### config.mk
export PLATFORM = sky130hd
export DESIGN_NAME = srsi_acc
export DESIGN_NICKNAME = d
export VERILOG_FILES = /design/src/rtl/srsi_pkg.sv /design/src/rtl/srsi_acc.sv
export SDC_FILE = /design/constraint.sdc
export NUM_CORES = 1
export LEC_CHECK = 0
export BUFFER_PORTS_ARGS = -buffer_cell sky130_fd_sc_hd__buf_2
export CORE_UTILIZATION = 50
export DETAILED_ROUTE_END_ITERATION = 12
export PLACE_DENSITY_LB_ADDON = 0.3
export SLEW_MARGIN = 0
export SYNTH_ARGS = -nofsm -noshare
export SYNTH_HDL_FRONTEND = slang
export SYNTH_SLANG_ARGS = --single-unit
### constraint.sdc
create_clock -name clk_i -period 13.3 [get_ports clk_i]
set_input_delay 1.995 -clock clk_i [delete_from_list [all_inputs] [get_ports clk_i]]
set_output_delay 1.995 -clock clk_i [all_outputs]
set_load 0.01 [all_outputs]
### src/rtl/srsi_pkg.sv
package srsi_pkg;

  localparam int CNT_W    = 17;
  localparam int SAMPLE_W = 32;
  localparam int STEP_W   = 32;
  localparam int SUM_W    = 52;
  localparam int TAIL_W   = 36;
  localparam int X_W      = 56;   // 8*S + 9*T or 12*S
  localparam int HALF_W   = 28;   // magnitude split for the step multiply
  localparam int PROD_W   = HALF_W + STEP_W;
  localparam int ACC_W    = X_W + STEP_W;
  localparam int RND_SH   = 27;   // step Q8.24 and 1/8 from the 1/24 scale
  localparam int V_W      = ACC_W - RND_SH;
  localparam int OUT_W    = 64;
  localparam int DATA_W   = 32;
  localparam int ADDR_W   = 3;

  localparam logic signed [SUM_W-1:0] SUM_MAX = {1'b0, {(SUM_W-1){1'b1}}};
  localparam logic signed [SUM_W-1:0] SUM_MIN = {1'b1, {(SUM_W-1){1'b0}}};

  // Half of 3 * 2^27: rounds the final divide to nearest, ties away from zero.
  localparam logic [ACC_W-1:0] ROUND_BIAS = ACC_W'(3) << (RND_SH - 1);

  localparam logic [CNT_W-1:0]  COUNT_RESET = CNT_W'(1);
  localparam logic [STEP_W-1:0] STEP_RESET  = STEP_W'(32'h0100_0000);

  // Register index, taken from paddr[2].
  localparam logic REG_POINT_COUNT = 1'b0;
  localparam logic REG_GRID_STEP   = 1'b1;

  typedef enum logic [1:0] {
    MODE_ZERO = 2'd0,   // single point, result is zero
    MODE_TRAP = 2'd1,   // two points, trapezoid
    MODE_FULL = 2'd2    // Simpson with optional 3/8 tail
  } mode_e;

  // Finished run handed from the accumulator to the scaling pipeline.
  typedef struct packed {
    logic signed [SUM_W-1:0]  sum;
    logic signed [TAIL_W-1:0] tail;
    logic                     clip;
    mode_e                    mode;
    logic [STEP_W-1:0]        step;
  } run_t;

  // Sideband that rides along the divide stages.
  typedef struct packed {
    logic neg;
    logic clip;
  } side_t;

endpackage

### src/rtl/srsi_acc.sv
module srsi_acc import srsi_pkg::*; #(
  parameter int MAX_POINTS = 65536
) (
  input  logic                       clk_i,
  input  logic                       rst_ni,
  input  logic                       clear_i,
  input  logic [CNT_W-1:0]           count_i,
  input  logic [STEP_W-1:0]          step_i,
  input  logic                       in_valid_i,
  input  logic signed [SAMPLE_W-1:0] sample_i,
  output logic                       in_ready_o,
  output logic                       run_valid_o,
  output run_t                       run_o,
  input  logic                       run_ready_i
);

  logic [CNT_W-1:0]         idx_q, idx_d;
  logic signed [SUM_W-1:0]  sum_q, sum_d, sum_new;
  logic signed [TAIL_W-1:0] tail_q, tail_d, tail_new;
  logic                     clip_q, clip_d, clip_new;

  logic [CNT_W-1:0] n, n_last, split, simp_last;
  logic             is_one, is_two, is_odd, even_big;
  logic             simp_en, tail_en, w_one, last, fire;
  logic [1:0]       tk;
  logic signed [SAMPLE_W+1:0] wval, tval;
  logic signed [SUM_W:0]      sum_ext;
  logic                       ovf;
  mode_e                      mode;

  // effective count, clamped to 1..MAX_POINTS
  always_comb begin
    if (count_i == '0) begin
      n = CNT_W'(1);
    end else if (32'(count_i) > MAX_POINTS) begin
      n = CNT_W'(MAX_POINTS);
    end else begin
      n = count_i;
    end
  end

  assign n_last    = n - CNT_W'(1);
  assign split     = n - CNT_W'(4);
  assign is_one    = (n == CNT_W'(1));
  assign is_two    = (n == CNT_W'(2));
  assign is_odd    = n[0];
  assign even_big  = !is_odd && !is_two;
  assign simp_last = is_odd ? n_last : split;

  assign simp_en = is_two || (is_odd && !is_one) ||
                   (even_big && (split != '0) && (idx_q <= split));
  assign tail_en = even_big && (idx_q >= split);
  assign tk      = idx_q[1:0] - split[1:0];

  // Simpson weight 1 at the ends, 4 on odd points, 2 on even points
  assign w_one = is_two || (idx_q == '0) || (idx_q == simp_last);

  always_comb begin
    if (w_one) begin
      wval = (SAMPLE_W+2)'(sample_i);
    end else if (idx_q[0]) begin
      wval = (SAMPLE_W+2)'(sample_i) <<< 2;
    end else begin
      wval = (SAMPLE_W+2)'(sample_i) <<< 1;
    end
  end

  // 3/8 weights 1,3,3,1
  always_comb begin
    if (tk == 2'd0 || tk == 2'd3) begin
      tval = (SAMPLE_W+2)'(sample_i);
    end else begin
      tval = (SAMPLE_W+2)'(sample_i) + ((SAMPLE_W+2)'(sample_i) <<< 1);
    end
  end

  assign sum_ext = (SUM_W+1)'(sum_q) + (SUM_W+1)'(wval);
  assign ovf     = sum_ext[SUM_W] != sum_ext[SUM_W-1];

  always_comb begin
    sum_new  = sum_q;
    clip_new = clip_q;
    if (simp_en) begin
      if (ovf) begin
        sum_new  = sum_ext[SUM_W] ? SUM_MIN : SUM_MAX;
        clip_new = 1'b1;
      end else begin
        sum_new = sum_ext[SUM_W-1:0];
      end
    end
  end

  assign tail_new = tail_en ? tail_q + TAIL_W'(tval) : tail_q;

  always_comb begin
    if (is_one) begin
      mode = MODE_ZERO;
    end else if (is_two) begin
      mode = MODE_TRAP;
    end else begin
      mode = MODE_FULL;
    end
  end

  assign last        = (idx_q == n_last);
  assign in_ready_o  = !last || run_ready_i;
  assign fire        = in_valid_i && in_ready_o;
  assign run_valid_o = in_valid_i && last;

  always_comb begin
    run_o.sum  = sum_new;
    run_o.tail = tail_new;
    run_o.clip = clip_new;
    run_o.mode = mode;
    run_o.step = step_i;
  end

  always_comb begin
    idx_d  = idx_q;
    sum_d  = sum_q;
    tail_d = tail_q;
    clip_d = clip_q;
    if (clear_i) begin
      idx_d  = '0;
      sum_d  = '0;
      tail_d = '0;
      clip_d = 1'b0;
    end else if (fire) begin
      if (last) begin
        idx_d  = '0;
        sum_d  = '0;
        tail_d = '0;
        clip_d = 1'b0;
      end else begin
        idx_d  = idx_q + CNT_W'(1);
        sum_d  = sum_new;
        tail_d = tail_new;
        clip_d = clip_new;
      end
    end
  end

  always_ff @(posedge clk_i or negedge rst_ni) begin
    if (!rst_ni) begin
      idx_q  <= '0;
      sum_q  <= '0;
      tail_q <= '0;
      clip_q <= 1'b0;
    end else begin
      idx_q  <= idx_d;
      sum_q  <= sum_d;
      tail_q <= tail_d;
      clip_q <= clip_d;
    end
  end

endmodule

==> out/metrics.cfg <==
[finish]
drive_above_1_share_pct=13.6
stdcell_count=2370
layout.nets=2206
fill_cells=2835
register_area_sq_um=2650
multiInputGateArea_sq_um=11500
area_delta_synth_final_pct=7.12

[critical_path]
rr_worst_depth=22
cp-start-kind=input pin
cp_slowest_cell=o21a_1
cp_slowest_stage_delay_ps=660
critPathKind=input pin to output pin
reg2reg_slack_ps=6110
cp_max_fo=21
cp.required_ps=11310
end_kind=output pin
crit_arrival_ps=10690
reg2reg_from=idx_q[2]$_DFFE_PN0P_
r2r_end=sum_q[2]$_DFFE_PN0P_

[cts]
cts_resized=0
numClockSinks=106
htree_levels=3
root_buffer=clkbuf_16
cts_made_buffers=9
clkTransAtPathRegs_ps=70
insertion_delay_ps=380
cts_setup_buffers=0
cts_tree=done
hold_buffers=0
clock_path_buffers=2

[power]
total_power_mw=2.15
ir_worst_vdd_v=0.000119
power.density_nw_per_um2=134
leakagePower_nw=7.76

[yosys]
yosys.cell_types.count=87
ys.flop_type=dfrtp_1
syn_area_sq_um=15000
syn-instance-count=1929
synth_warnings=0
synth_edf_count=0
syn_avg_cell_area_sq_um=7.78
seq_area_frac_synth_pct=17.7
ys_seq_elements=106
async_reset_ff_share_pct=100
syn-num-nets=2163

[placement]
dpl.cell_count=2351
gp_congestion=0.956
portBuffers=146
place_hpwl_um=35300
dp_slack_ps=787

[timing]
skew_ps=16.6
finalSetupTns_ps=0
hold_ws_ps=505
rsz0062_at_grt=no
setup_ws_ps=612
slew_viol_final=0
tightest_slew_ps=1090
finalSetupViolations=0
period_share_pct=95.4
slew-limit-headroom_pct=27.2
hold_viol=0
period_minus_slack_ps=12690
fmax_ghz=0.0788

[die]
die_h_um=175
pin_count=211
start_util_pct=50.8
die_area_sq_um=30700
row_count=63
die_w_um=175
core_sq_um=29600

[worst_hold_path]
hold_path_end=tail_q[35]$_DFFE_PN0P_
hp-class=flip-flop to flip-flop
whs_path_depth=1
hp-start=tail_q[35]$_DFFE_PN0P_

[routing]
drc=0
drt-initial-drc-count=1266
vias=15112
routed_wl_um=46100
wl_per_cell_um=19.4
drtAntennaViolNets=0
first_pass_iters=5
via_per_inst=6.38

[status]
status=finished clean

[grt]
grt_pass1_vias=14088
grt_max_degree=78
antenna_found_initial=4
grt_first_pass_wirelength_um=73500
grt_overflow=0
grt_use_total_pct=29.5

[run]
cap_viol_max_count=0

==> worst max-delay path, delay by kind of cell <==
kind,cells,cell delay (ps)
simple gates,7,1350
compound gates,15,5410
mux,1,420
fa+ha+maj,2,390
buf+inv,5,1090
==> metrics by stage <==
step | instance area [sq um] | util [%]
2_1_floorplan | 15000 | -
3_3_place_gp | 15800 | 53.3
3_5_place_dp | 15800 | 53.3
4_1_cts | 16100 | 54.4
5_1_grt | 16100 | 54.4
6_report | 16100 | 54.4
==> registers in the layout, indices dropped and copies added, names as in the netlist <==
register / cells
clip_q: 1
idx_q: 17
sum_q: 52
tail_q: 36
==> placed cells by master (no fill, tap or decap), types with 18 or more instances in the layout <==
master / instances
xor2_1: 53
dfrtp_1: 105
a21oi_1: 138
o21ai_0: 174
buf_2: 145
nand3_1: 48
a22o_1: 119
nor2_1: 111
nand4_1: 19
nand2b_1: 30
inv_1: 56
nor3_1: 25
xnor2_1: 89
and3_1: 23
nand2_1: 197
nor2b_1: 24
mux2_2: 44
a21o_1: 67
a31oi_1: 23
o21bai_1: 18
mux2i_1: 34
buf_4: 26
ha_1: 145
==> worst max path at each step <==
stage,start,endpoint,cells past startpoint
floorplan,count_i[4],run_o[121],32
global placement,count_i[4],run_o[73],31
detailed placement,count_i[4],run_o[73],30
CTS,count_i[4],run_o[73],30
global route,count_i[4],run_o[73],30
finish,count_i[4],run_o[73],30
==> cells in the mapped netlist, types with 10 or more instances <==
library cell,count,area (sq um)
a211oi_1,14,105
a21o_1,67,503
a21oi_1,139,696
a22o_1,119,1040
a31oi_1,23,144
and3_1,23,144
buf_2,15,75.1
buf_4,35,263
clkbuf_1,77,289
dfrtp_1,106,2650
ha_1,145,1810
inv_1,56,210
mux2_2,44,495
mux2i_1,34,340
nand2_1,197,739
nand2b_1,30,188
nand3_1,48,240
nand4_1,19,119
nor2_1,112,420
nor2b_1,24,150
nor3_1,25,125
nor4_1,14,87.6
o211ai_1,15,113
o21a_1,16,120
o21ai_0,174,871
o21ai_1,10,50.1
o21bai_1,18,135
o31ai_1,17,128
or3_1,11,68.8
or4_1,10,75.1
xnor2_1,90,788
xor2_1,53,464
==> cell type report <==
type	count	share of cell area, %
Clock buffer	12	1.60
Tap cell	390	3.04
Antenna cell	3	0.0467
Multi-Input combinational cell	1626	71.3
Clock inverter	4	0.311
Timing Repair Buffer	172	5.85
Sequential cell	106	16.5
Inverter	57	1.33
==> report_power, final <==
part	total (mW)	leakage, nW	switching (mW)	internal (mW)
Combinational	1.43	6.17	0.838	0.596
Clock	0.296	0.145	0.139	0.157
Sequential	0.422	1.44	0.0538	0.368
Total	2.15	7.76	1.03	1.12
==> routing by layer <==
| metal | up-vias | track usage (%) | wire length [um] |
|---|---|---|---|
| li1 | 7252 | - | - |
| met1 | 7201 | 38.9 | 20200 |
| met2 | 545 | 47.5 | 21400 |
| met3 | 112 | 4.68 | 2850 |
| met4 | 2 | 12.6 | 1680 |
| met5 | - | 0 | 13 |
==> kinds of logic (layout without fill, tap and decap cells) <==
kind of cell	Yosys count	after routing	synth area share, %
AOI/OAI and AO/OA	698	698	31.3
and+or+nand+nor	557	557	18.2
buffers and inverters	197	245	6.23
adders and majority gates	149	149	12.6
xor gates and xnor gates	143	143	8.35
DFF	106	106	17.7
muxes	79	79	5.65
other	0	3	0
Power figures use the tool's default switching activity.
