File: src/rtl/srsi_pkg.sv
package srsi_pkg;

  localparam int CNT_W    = 17;
  localparam int SAMPLE_W = 32;
  localparam int STEP_W   = 32;
  localparam int SUM_W    = 52;
  localparam int TAIL_W   = 36;
  localparam int X_W      = 56;   // 8*S + 9*T or 12*S
  localparam int HALF_W   = 28;   // magnitude split for the step multiply
  localparam int PROD_W   = HALF_W + STEP_W;
  localparam int ACC_W    = X_W + STEP_W;
  localparam int RND_SH   = 27;   // step Q8.24 and 1/8 from the 1/24 scale
  localparam int V_W      = ACC_W - RND_SH;
  localparam int OUT_W    = 64;
  localparam int DATA_W   = 32;
  localparam int ADDR_W   = 3;

  localparam logic signed [SUM_W-1:0] SUM_MAX = {1'b0, {(SUM_W-1){1'b1}}};
  localparam logic signed [SUM_W-1:0] SUM_MIN = {1'b1, {(SUM_W-1){1'b0}}};

  // Half of 3 * 2^27: rounds the final divide to nearest, ties away from zero.
  localparam logic [ACC_W-1:0] ROUND_BIAS = ACC_W'(3) << (RND_SH - 1);

  localparam logic [CNT_W-1:0]  COUNT_RESET = CNT_W'(1);
  localparam logic [STEP_W-1:0] STEP_RESET  = STEP_W'(32'h0100_0000);

  // Register index, taken from paddr[2].
  localparam logic REG_POINT_COUNT = 1'b0;
  localparam logic REG_GRID_STEP   = 1'b1;

  typedef enum logic [1:0] {
    MODE_ZERO = 2'd0,   // single point, result is zero
    MODE_TRAP = 2'd1,   // two points, trapezoid
    MODE_FULL = 2'd2    // Simpson with optional 3/8 tail
  } mode_e;

  // Finished run handed from the accumulator to the scaling pipeline.
  typedef struct packed {
    logic signed [SUM_W-1:0]  sum;
    logic signed [TAIL_W-1:0] tail;
    logic                     clip;
    mode_e                    mode;
    logic [STEP_W-1:0]        step;
  } run_t;

  // Sideband that rides along the divide stages.
  typedef struct packed {
    logic neg;
    logic clip;
  } side_t;

endpackage

File: src/rtl/srsi_div3.sv
module srsi_div3 import srsi_pkg::*; (
  input  logic             clk_i,
  input  logic             rst_ni,
  input  logic             in_valid_i,
  output logic             in_ready_o,
  input  logic [V_W-1:0]   v_i,
  input  side_t            side_i,
  output logic             out_valid_o,
  input  logic             out_ready_i,
  output logic [OUT_W-1:0] integral_o,
  output logic             saturated_o
);

  // v * (4^32 - 1) / 3 built as v * 5 * 17 * 257 * 65537 * (2^32 + 1);
  // the top bits give floor(v/3) or one less.
  localparam int Y1_W = V_W + 3;
  localparam int Y2_W = Y1_W + 5;
  localparam int Y3_W = Y2_W + 9;
  localparam int Y4_W = Y3_W + 17;
  localparam int Y5_W = Y4_W + 33;
  localparam int NS   = 7;

  logic [NS-1:0] vld_q;
  logic [NS:0]   rdy;

  logic [Y1_W-1:0]  y1_q;
  logic [Y2_W-1:0]  y2_q;
  logic [Y3_W-1:0]  y3_q;
  logic [Y4_W-1:0]  y4_q;
  logic [Y5_W-1:0]  y5;
  logic [V_W-1:0]   q0_q, q_q;
  logic [3:0]       lo_q [5];
  side_t            side_q [6];
  logic [3:0]       rem;
  logic [OUT_W-1:0] res_q;
  logic             sat_q;

  always_comb begin
    rdy[NS] = out_ready_i;
    for (int k = NS - 1; k >= 0; k--) begin
      rdy[k] = !vld_q[k] || rdy[k+1];
    end
  end

  assign in_ready_o  = rdy[0];
  assign out_valid_o = vld_q[NS-1];

  always_ff @(posedge clk_i or negedge rst_ni) begin
    if (!rst_ni) begin
      vld_q <= '0;
    end else begin
      for (int k = 0; k < NS; k++) begin
        if (rdy[k]) begin
          vld_q[k] <= (k == 0) ? in_valid_i : vld_q[(k == 0) ? 0 : k - 1];
        end
      end
    end
  end

  assign y5 = Y5_W'(y4_q) + (Y5_W'(y4_q) << 32);

  // remainder is 0..3, so four low bits carry it exactly
  assign rem = lo_q[4] - (q0_q[3:0] + (q0_q[3:0] << 1));

  always_ff @(posedge clk_i) begin
    if (rdy[0]) begin
      y1_q      <= Y1_W'(v_i) + (Y1_W'(v_i) << 2);
      lo_q[0]   <= v_i[3:0];
      side_q[0] <= side_i;
    end
    if (rdy[1]) begin
      y2_q      <= Y2_W'(y1_q) + (Y2_W'(y1_q) << 4);
      lo_q[1]   <= lo_q[0];
      side_q[1] <= side_q[0];
    end
    if (rdy[2]) begin
      y3_q      <= Y3_W'(y2_q) + (Y3_W'(y2_q) << 8);
      lo_q[2]   <= lo_q[1];
      side_q[2] <= side_q[1];
    end
    if (rdy[3]) begin
      y4_q      <= Y4_W'(y3_q) + (Y4_W'(y3_q) << 16);
      lo_q[3]   <= lo_q[2];
      side_q[3] <= side_q[2];
    end
    if (rdy[4]) begin
      q0_q      <= y5[64 +: V_W];
      lo_q[4]   <= lo_q[3];
      side_q[4] <= side_q[3];
    end
    if (rdy[5]) begin
      q_q       <= q0_q + V_W'(rem >= 4'd3);
      side_q[5] <= side_q[4];
    end
    if (rdy[6]) begin
      res_q <= side_q[5].neg ? -OUT_W'(q_q) : OUT_W'(q_q);
      sat_q <= side_q[5].clip;
    end
  end

  assign integral_o  = res_q;
  assign saturated_o = sat_q;

endmodule
File: config.mk
export PLATFORM = sky130hd
export DESIGN_NAME = srsi_div3
export DESIGN_NICKNAME = d
export VERILOG_FILES = /design/src/rtl/srsi_pkg.sv /design/src/rtl/srsi_div3.sv
export SDC_FILE = /design/constraint.sdc
export NUM_CORES = 1
export LEC_CHECK = 0
export BUFFER_PORTS_ARGS = -buffer_cell sky130_fd_sc_hd__buf_2
export CELL_PAD_IN_SITES_DETAIL_PLACEMENT = 1
export CELL_PAD_IN_SITES_GLOBAL_PLACEMENT = 2
export CORE_ASPECT_RATIO = 0.75
export CORE_UTILIZATION = 45
export CTS_CLUSTER_DIAMETER = 100
export DETAILED_ROUTE_END_ITERATION = 16
export PLACE_DENSITY = 0.89
export SETUP_SLACK_MARGIN = 0.5
export SLEW_MARGIN = 15
export SYNTH_ARGS = -nofsm -noshare
export SYNTH_HDL_FRONTEND = slang
export SYNTH_SLANG_ARGS = --single-unit
export TNS_END_PERCENT = 100
File: constraint.sdc
create_clock -name clk_i -period 10.8 [get_ports clk_i]
set_input_delay 0.54 -clock clk_i [delete_from_list [all_inputs] [get_ports clk_i]]
set_output_delay 0.54 -clock clk_i [all_outputs]
set_load 0.1 [all_outputs]
==> results by group, run 1 <==
Timing
  • RSZ-0062 raised after global routing: false
  • Final period util: 43.70%
  • Highest Clock Rate: 211.9 MHz
  • Post-layout min period: 4.719 ns
  • Slew margin rel.: 23.29%
  • Fin. Hold Viols: 0
  • Clk_skew: 0.02992 ns
  • Worst Tran Pin Value: 1.151 ns
  • Fin. max-slew vios: 0
  • Setup TNS: 0 ns
  • Setup Viol. Count Final: 0
  • Hold WS: 0.08716 ns

Clocking
  • Num CTS Buffers: 56
  • PostCTS Resize Cnt: 0
  • Hold-fix buffers at CTS: 1
  • Clock Latency Late Sink: 0.65 ns
  • Clock tree from TritonCTS: built
  • Setup Fix Bufs, Post-CTS: 0
  • Root buffer cell: clkbuf_16
  • Clk slew on worst S/H paths: 0.06 ns
  • Clock sinks: 524
  • Htree depth: 2
  • CTS Buffer Depth: 3

Logic synthesis
  • Post-synth top cells: edfxtp_1, a21oi_1, ha_1, nand2_1, xnor2_1
  • Synth top area cells: edfxtp_1, ha_1, xnor2_1
  • Main synth FF type: edfxtp_1
  • Synth warn: 0
  • Share of the synthesized area in the top cell type: 42.52%
  • Seq cells post-synth: 524
  • Seq/Total Area, Yosys: 43.00%
  • Synth area leader: edfxtp_1
  • Mapped cell area: 0.03652 sq mm
  • Post-Syn Instances: 3,630
  • Most frequent cell after synthesis: edfxtp_1
  • Asr flop ratio synth: 1.336%
  • Syn avg cell area: 10.06 sq um
  • Post-synth EDFFs: 517
  • Unique masters post-synth: 75
  • Post-synth net total: 4,016

Worst setup path
  • Cell Chain, Critical Path: ha_1, nand2_1, or4_1, or4_1, a21bo_2, a2111oi_0, o21ai_0, a2111oi_0, xor2_1
  • CP delay by family, top: compound AO/OA/AOI/OAI gates
  • Slowest cell on the critical path: a2111oi_0
  • Flop2flop setup slack: 6.08 ns
  • Critical Path RT: 11.17 ns
  • Worst-path fanout max: 6
  • Crit. End Element: flop
  • Critical Path AT: 5.09 ns
  • Worst path max stage delay: 0.82 ns
  • Setup CP Type: flop to flop
  • Critical path buffers and inverters: 0
  • Startpoint types: flop

Placement
  • Routability Congestion: 0.9090
  • Post-DP Area: 0.03821 sq mm
  • Dpl hpwl: 80,680 um
  • Port bufs: 133

Job
  • Max Cap Viol: 0

Detailed routing
  • Starting DRT DRC Count: 1,699
  • Via-to-Cell Ratio: 5.963
  • Post-Route WL: 101,500 um
  • Wire per inst: 21.03 um
  • Vias: 28,790
  • Drt first pass iters: 5
  • DRC: 0
  • Routed Antenna Nets: 0

GRT
  • Total GRT Usage: 24.40%
  • Largest net degree at the start of global routing: 96
  • Initial antenna violation count: 1
  • Vias in the first global route: 29,310
  • First-pass GRT wire length: 161,800 um
  • Total global routing overflow: 0

Floorplanning
  • Die area: 0.08230 sq mm
  • Ports: 134
  • Die height: 248.7 um
  • Core area: 0.08040 sq mm
  • # rows: 90
  • Initial Util: 45.42%
  • Die W: 330.9 um

Final layout
  • Fillers: 8,952
  • Final #Nets: 4,109
  • Layout cell share with drive strength beyond 1: 7.215%
  • Final Cell Area: 0.04013 sq mm
  • Synth-to-Final Area Change: 9.906%
  • Ant. Diodes: 0

Run status
  • Status: completed

Worst hold path
  • Hold/Removal Path Class: input port to flop
cell usage in the layout (no fill, tap or decap), types with 11 or more instances in the layout:
| cell type | count |
|---|---|
| nand2b_1 | 28 |
| and2_1 | 21 |
| a211oi_1 | 30 |
| and3_1 | 57 |
| inv_1 | 98 |
| o21bai_1 | 66 |
| edfxtp_1 | 517 |
| o41ai_1 | 15 |
| a2111oi_0 | 12 |
| clkbuf_1 | 11 |
| a311oi_1 | 11 |
| xor2_1 | 146 |
| buf_2 | 133 |
| nor2b_1 | 39 |
| a21oi_1 | 348 |
| and4_1 | 23 |
| o31ai_1 | 36 |
| or4_1 | 17 |
| nand2_1 | 304 |
| nand3_1 | 99 |
| nand4_1 | 107 |
| o21ai_0 | 199 |
| a31oi_1 | 42 |
| nor3_1 | 45 |
| a21o_1 | 179 |
| nor2_1 | 218 |
| o21a_1 | 40 |
| or3_1 | 17 |
| clkbuf_16 | 56 |
| nor4_1 | 14 |
| a21boi_0 | 13 |
| ha_1 | 313 |
| or2_2 | 20 |
| xnor2_1 | 276 |
| o211ai_1 | 27 |
logic make-up (layout without fill, tap and decap cells):
group / count (synthesis) / count (layout) / synth area share [%]
DFF: 524 / 524 / 43.00
muxes: 1 / 1 / 0.02741
AOI/OAI and AO/OA: 1115 / 1115 / 19.55
xor gates and xnor gates: 422 / 422 / 10.12
adders and majority gates: 319 / 319 / 11.05
buffers and inverters: 210 / 350 / 2.162
and+or+nand+nor: 1039 / 1039 / 14.09
registers in the layout, summed over array words and instances (netlist names), 7 cells and up:
signal,cells
integral_o,64
lo_q,12
q0_q,61
q_q,61
side_q,12
vld_q,7
y1_q,64
y2_q,69
y3_q,78
y4_q,95
worst register-to-register path: cells and delay by family, from the launching register on:
kind	cells	cell delay, ns
AOI/OAI and AO/OA	4	2.06
DFF	1	0.50
and+or+nand+nor	3	1.29
xor gates and xnor gates	1	0.13
adders and majority gates	1	0.46
through the flow:
stage / setup slack [ns] / utilization, % / instances
detailed placement: 6.033 / 47.52 / 4722
finish: 6.081 / 49.91 / 4828
global placement: 6.174 / 47.52 / 4722
global route: 5.792 / 49.91 / 4828
floorplan: 3.010 / - / 3630
CTS: 6.107 / 49.90 / 4828
path summary, 6_finish.rpt:
| kind | depth (start not counted) | startpoint | end |
|---|---|---|---|
| max | 9 | y3_q[24] | y4_q[91] |
| min | 1 | side_i[0] | side_q[0][0] |
| max reg2reg | 9 | y3_q[24] | y4_q[91] |
| min reg2reg | 0 | side_q[3][0] | side_q[4][0] |
| max in group asynchronous | 2 | rst_ni | vld_q[2] |
| min in group asynchronous | 2 | rst_ni | vld_q[6] |
layer usage:
layer | GRT usage (%) | wire length [um]
met2 | 40.41 | 47570
met1 | 34.22 | 48060
met4 | 6.252 | 2430
met5 | 0 | 0
met3 | 2.190 | 3455
cell type report:
| class | count | area, sq um | share of cell area (%) |
|---|---|---|---|
| clock buffers | 67 | 1443 | 3.595 |
| clock inverters | 38 | 461.7 | 1.150 |
| inverters | 100 | 376.6 | 0.9384 |
| multi-input cells | 2896 | 20070 | 50.00 |
| flip-flops and latches | 524 | 15700 | 39.12 |
| well taps | 1058 | 1324 | 3.299 |
| repair buffers | 145 | 762.0 | 1.899 |
Power of run 1 is left out: the tool's default activity adds up to more than one toggle a clock period on the data nets, which glitch-free logic cannot reach.
==> run 2: changes to the inputs <==
--- a/config.mk
+++ b/config.mk
@@ -9,10 +9,10 @@
 export CELL_PAD_IN_SITES_DETAIL_PLACEMENT = 1
 export CELL_PAD_IN_SITES_GLOBAL_PLACEMENT = 2
 export CORE_ASPECT_RATIO = 0.75
-export CORE_UTILIZATION = 45
+export CORE_UTILIZATION = 38
 export CTS_CLUSTER_DIAMETER = 100
 export DETAILED_ROUTE_END_ITERATION = 16
-export PLACE_DENSITY = 0.89
+export PLACE_DENSITY = 0.8
 export SETUP_SLACK_MARGIN = 0.5
 export SLEW_MARGIN = 15
 export SYNTH_ARGS = -nofsm -noshare
==> constraint.sdc (replaced) <==
create_clock -name clk_i -period 4 [get_ports clk_i]
set_input_delay 0.2 -clock clk_i [delete_from_list [all_inputs] [get_ports clk_i]]
set_output_delay 0.2 -clock clk_i [all_outputs]
set_load 0.1 [all_outputs]
==> results by group, run 2 (synthesis gave the netlist of run 1 again) <==
Run status
  • Status: finished, violations left
  • Failing checks: negative setup slack

Worst setup path
  • Critical Path Stages: 9
  • Startpoint types: flop
  • Worst-path fanout max: 5
  • Cell Chain, Critical Path: or4_4, or3_4, or3_4, or3_4, or4_4, or3_4, nand2b_4, or4_4, o41a_1
  • Most frequent CP cell: or3_4
  • Worst path max stage delay: 0.55 ns
  • Setup CP Type: flop to flop
  • R2R depth: 9
  • Critical Path AT: 4.59 ns
  • Slowest cell on the critical path: or4_4
  • Critical Path RT: 4.41 ns
  • CP delay by family, top: simple AND/OR/NAND/NOR gates
  • Crit. End Element: flop
  • Critical path buffers and inverters: 0

Detailed routing
  • DRC: 0
  • Starting DRT DRC Count: 1,440
  • Drt first pass iters: 5
  • Post-Route WL: 105,000 um
  • Vias: 29,240
  • Via-to-Cell Ratio: 5.544
  • Wire per inst: 19.91 um
  • Routed Antenna Nets: 0

Floorplanning
  • Ports: 134
  • # rows: 98
  • Die height: 270.5 um
  • Core area: 0.09527 sq mm
  • Die area: 0.09735 sq mm
  • Initial Util: 38.33%
  • Die W: 359.9 um

Timing
  • Hold WS: 0.06424 ns
  • Post-layout min period: 4.175 ns
  • Highest Clock Rate: 239.5 MHz
  • Clk_skew: 0.07692 ns
  • Fin. max-slew vios: 0
  • Final period util: 104.4%
  • RSZ-0062 raised after global routing: true
  • Slew margin rel.: 43.70%
  • Worst Tran Pin Value: 0.8446 ns
  • Setup Viol. Count Final: 8
  • Setup TNS: -1.041 ns
  • Fin. Hold Viols: 0
  • Worst setup margin: -0.1746 ns

Worst hold path
  • Hold/Removal Path Class: input port to flop
  • Hold Path Cell Cnt: 3

Final layout
  • Synth-to-Final Area Change: 21.25%
  • Final #Nets: 4,364
  • Largest register by flop count: y4_q
  • Ant. Diodes: 0
  • Layout cell share with drive strength beyond 1: 18.82%
  • Most frequent cells in the layout: edfxtp_1, a21oi_1, nand2_1
  • Largest regs: y4_q: 95 flops, y3_q: 78 flops, y2_q: 69 flops
  • Fillers: 10,470
  • Final Cell Area: 0.04427 sq mm
  • Most common cell after layout, fill and taps aside: edfxtp_1
  • Max FFs per register: 95

Job
  • Max Cap Viol: 0

Clocking
  • Num CTS Buffers: 57
  • Clock tree from TritonCTS: built
  • CTS Buffer Depth: 3
  • Clk slew on worst S/H paths: 0.06 ns
  • Root buffer cell: clkbuf_16
  • Clock Latency Late Sink: 0.68 ns
  • Htree depth: 2
  • Clock sinks: 524

Placement
  • Routability Congestion: 0.9121
  • Dpl hpwl: 82,420 um
  • Port bufs: 133
  • Post-DP Area: 0.03958 sq mm

GRT
  • Total global routing overflow: 0
  • Total GRT Usage: 20.74%
  • Largest net degree at the start of global routing: 100
  • Initial antenna violation count: 0
  • Vias in the first global route: 30,030
  • First-pass GRT wire length: 164,600 um
[run 2: cell types whose count changed in the layout (fill, tap and decap cells not counted), moves of 18 or more]
| cell | before | now |
|---|---|---|
| ha_1 | 313 | 255 |
| a21oi_2 | 0 | 23 |
| o21ai_0 | 199 | 171 |
| buf_4 | 10 | 231 |
| nor2_1 | 218 | 200 |
| a21oi_1 | 348 | 321 |
| buf_6 | 1 | 20 |
| ha_4 | 0 | 48 |
[run 2: what timing repair did]
action                                  CTS  global route
buffers inserted                         55            57
gates resized for setup                 146           210
endpoints found under the setup margin  139           164
pin swaps                                57           105
hold buffers                             12             2
endpoints found under the hold margin    17             3
[run 2: through the flow]
step,worst slack [ns],util [%],instances
3_3_place_gp,-0.1293,41.55,5044
4_1_cts,-0.1858,44.90,5215
6_report,-0.1746,46.47,5273
3_5_place_dp,-0.1757,41.55,5044
2_1_floorplan,-1.872,-,3630
5_1_grt,-0.2632,46.47,5273
[run 2: worst paths after layout]
check	startpoint	to	slack (ns)
max	q_q[22]	integral_o[63]	-0.17
min	v_i[2]	y1_q[4]	0.06
max reg2reg	q_q[22]	integral_o[63]	-0.17
min reg2reg	side_q[2][0]	side_q[3][0]	0.36
max in group asynchronous	rst_ni	vld_q[1]	3.20
min in group asynchronous	rst_ni	vld_q[5]	0.49
[run 2: area by class of cell]
cell class	count	area (sq um)	share of cell area, %
Tap cell	1250	1564	3.533
Timing Repair Buffer	399	2793	6.308
Sequential cell	524	15700	35.47
Inverter	100	376.6	0.8506
Clock buffer	72	1493	3.371
Clock inverter	32	340.3	0.7687
Multi-Input combinational cell	2896	22000	49.70
[run 2: worst register-to-register path, stage by stage (launching register included)]
cell,delay [ns]
edfxtp_1,0.40
or4_4,0.55
or3_4,0.40
or3_4,0.39
or3_4,0.35
or4_4,0.43
or3_4,0.37
nand2b_4,0.17
or4_4,0.51
o41a_1,0.34
[run 2: metal layers]
| layer | vias up | global-route usage [%] | routed length [um] |
|---|---|---|---|
| li1 | 14460 | - | - |
| met1 | 14210 | 28.87 | 51060 |
| met2 | 425 | 34.83 | 48750 |
| met3 | 142 | 1.916 | 2717 |
| met4 | 0 | 4.723 | 2450 |
| met5 | - | 0 | 0 |
Power of run 2 is left out for the same reason.
==> run 3: changes to the inputs <==
--- a/config.mk
+++ b/config.mk
@@ -7,9 +7,9 @@
 export LEC_CHECK = 0
 export BUFFER_PORTS_ARGS = -buffer_cell sky130_fd_sc_hd__buf_2
 export CELL_PAD_IN_SITES_DETAIL_PLACEMENT = 1
-export CELL_PAD_IN_SITES_GLOBAL_PLACEMENT = 2
+export CELL_PAD_IN_SITES_GLOBAL_PLACEMENT = 1
 export CORE_ASPECT_RATIO = 0.75
-export CORE_UTILIZATION = 38
+export CORE_UTILIZATION = 46
 export CTS_CLUSTER_DIAMETER = 100
 export DETAILED_ROUTE_END_ITERATION = 16
 export PLACE_DENSITY = 0.8
==> results by group, run 3 (synthesis gave the netlist of run 1 again) <==
Run status
  • Status: finished, violations left
  • Failing checks: negative setup slack

Detailed routing
  • Post-Route WL: 124,600 um
  • Routed Antenna Nets: 0
  • Starting DRT DRC Count: 2,395
  • Via-to-Cell Ratio: 6.263
  • Wire per inst: 24.56 um
  • DRC: 0
  • Vias: 31,780
  • Drt first pass iters: 6

Floorplanning
  • Core area: 0.07862 sq mm
  • Die height: 246 um
  • Initial Util: 46.45%
  • Die W: 327.3 um
  • # rows: 89
  • Ports: 134
  • Die area: 0.08052 sq mm

GRT
  • Largest net degree at the start of global routing: 69
  • Initial antenna violation count: 0
  • Global Route met1 Usage: 35.91%
  • Total GRT Usage: 27.83%
  • Vias in the first global route: 32,000
  • GR peak layer: met2
  • First-pass GRT wire length: 179,800 um
  • Met2 global-route usage: 48.38%
  • Total global routing overflow: 0
  • Met3 Usage GRT: 2.923%

Timing
  • Setup Viol. Count Final: 13
  • Highest Clock Rate: 236.7 MHz
  • Fin. max-slew vios: 0
  • Slew margin rel.: 32.33%
  • Final period util: 105.6%
  • Worst setup margin: -0.2253 ns
  • Post-layout min period: 4.225 ns
  • Fin. Hold Viols: 0
  • Worst Tran Pin Value: 1.015 ns
  • RSZ-0062 raised after global routing: true
  • Clk_skew: 0.02744 ns

Job
  • Max Cap Viol: 0

Final layout
  • Register area: 0.01570 sq mm
  • Fillers: 8,495
  • Ant. Diodes: 0
  • Final #Nets: 4,368
  • Synth-to-Final Area Change: 21.11%
  • Most common cell after layout, fill and taps aside: edfxtp_1
  • Max FFs per register: 95
  • Post-route insts no fill: 5,074
  • Multi-input gate area: 0.02216 sq mm
  • Final Core Density: 56.25%
  • Largest regs: y4_q: 95 flops, y3_q: 78 flops, y2_q: 69 flops
  • Layout cell share with drive strength beyond 1: 19.14%
  • Largest register by flop count: y4_q
  • Most frequent cells in the layout: edfxtp_1, a21oi_1, nand2_1

Worst setup path
  • Reg2reg start: q_q[22]
  • Setup CP Type: flop to flop
  • Worst Setup SP: q_q[22]
  • Critical Path AT: 4.63 ns
  • Worst-path fanout max: 5
  • Crit. End Element: flop
  • Flop2flop setup slack: -0.23 ns
  • Critical Path RT: 4.41 ns
  • Startpoint types: flop

Clocking
  • Num CTS Buffers: 55
  • CTS Buffer Depth: 3
  • Clock Latency Late Sink: 0.68 ns
  • Clk slew on worst S/H paths: 0.06 ns
  • Htree depth: 2
  • Clock tree from TritonCTS: built
  • Clock sinks: 524
  • Root buffer cell: clkbuf_16

Worst hold path
  • Hold Path Origin: v_i[29]
  • Hold/Removal Path Class: input port to flop

Placement
  • Cell total after placement: 4,818
  • Port bufs: 133
  • Dpl hpwl: 83,880 um
  • Routability Congestion: 0.9086
run 3: worst paths after layout:
check | to | cells after the start
setup reg to reg | integral_o[61] | 9
max in group asynchronous | vld_q[6] | 3
setup / recovery | integral_o[61] | 9
hold reg to reg | side_q[2][0] | 0
min in group asynchronous | vld_q[5] | 3
hold / removal | y1_q[29] | 3
run 3: repair_timing:
item	4_1_cts	5_1_grt
endpoints found under the setup margin	137	170
setup buffers	64	77
hold buffers	12	0
resized for setup	165	231
endpoints found under the hold margin	18	0
pin swaps	60	130
run 3: through the flow:
stage | cell area [sq um] | hold slack, ns | TNS (ns) | setup slack, ns
final | 44220 | 0.06473 | -1.883 | -0.2253
after global routing | 44220 | 0.08496 | -2.446 | -0.2744
after CTS | 42520 | 0.06109 | -1.161 | -0.1157
after detailed placement | 39190 | 0.04908 | -1.422 | -0.1928
after global placement | 39190 | 0.04058 | -0.3326 | -0.1119
after floorplan | 36680 | -0.09559 | -155.53 | -1.872
run 3: cell type report:
type,count,share of cell area [%]
clock buffer,68,3.223
tap,1046,2.959
multi-input combinational,2896,50.10
inverter,100,0.8516
clock inverter,35,0.7752
timing repair buffer,405,6.581
sequential,524,35.51
run 3: worst max-delay path: stages, from the launching register on:
cell,delay (ns)
edfxtp_1,0.42
or4_4,0.55
or3_4,0.35
or3_4,0.39
or3_4,0.36
or4_4,0.45
or3_4,0.37
nand2b_4,0.18
or4_4,0.53
o41a_1,0.35
run 3: metal layers:
layer / share of wire (%) / vias up / wire [um]
met5: 0 / - / 0
li1: - / 14470 / -
met2: 49 / 1220 / 60550
met3: 5.2 / 347 / 6434
met1: 42 / 15740 / 51960
met4: 4.5 / 0 / 5669
Power of run 3 is left out for the same reason.
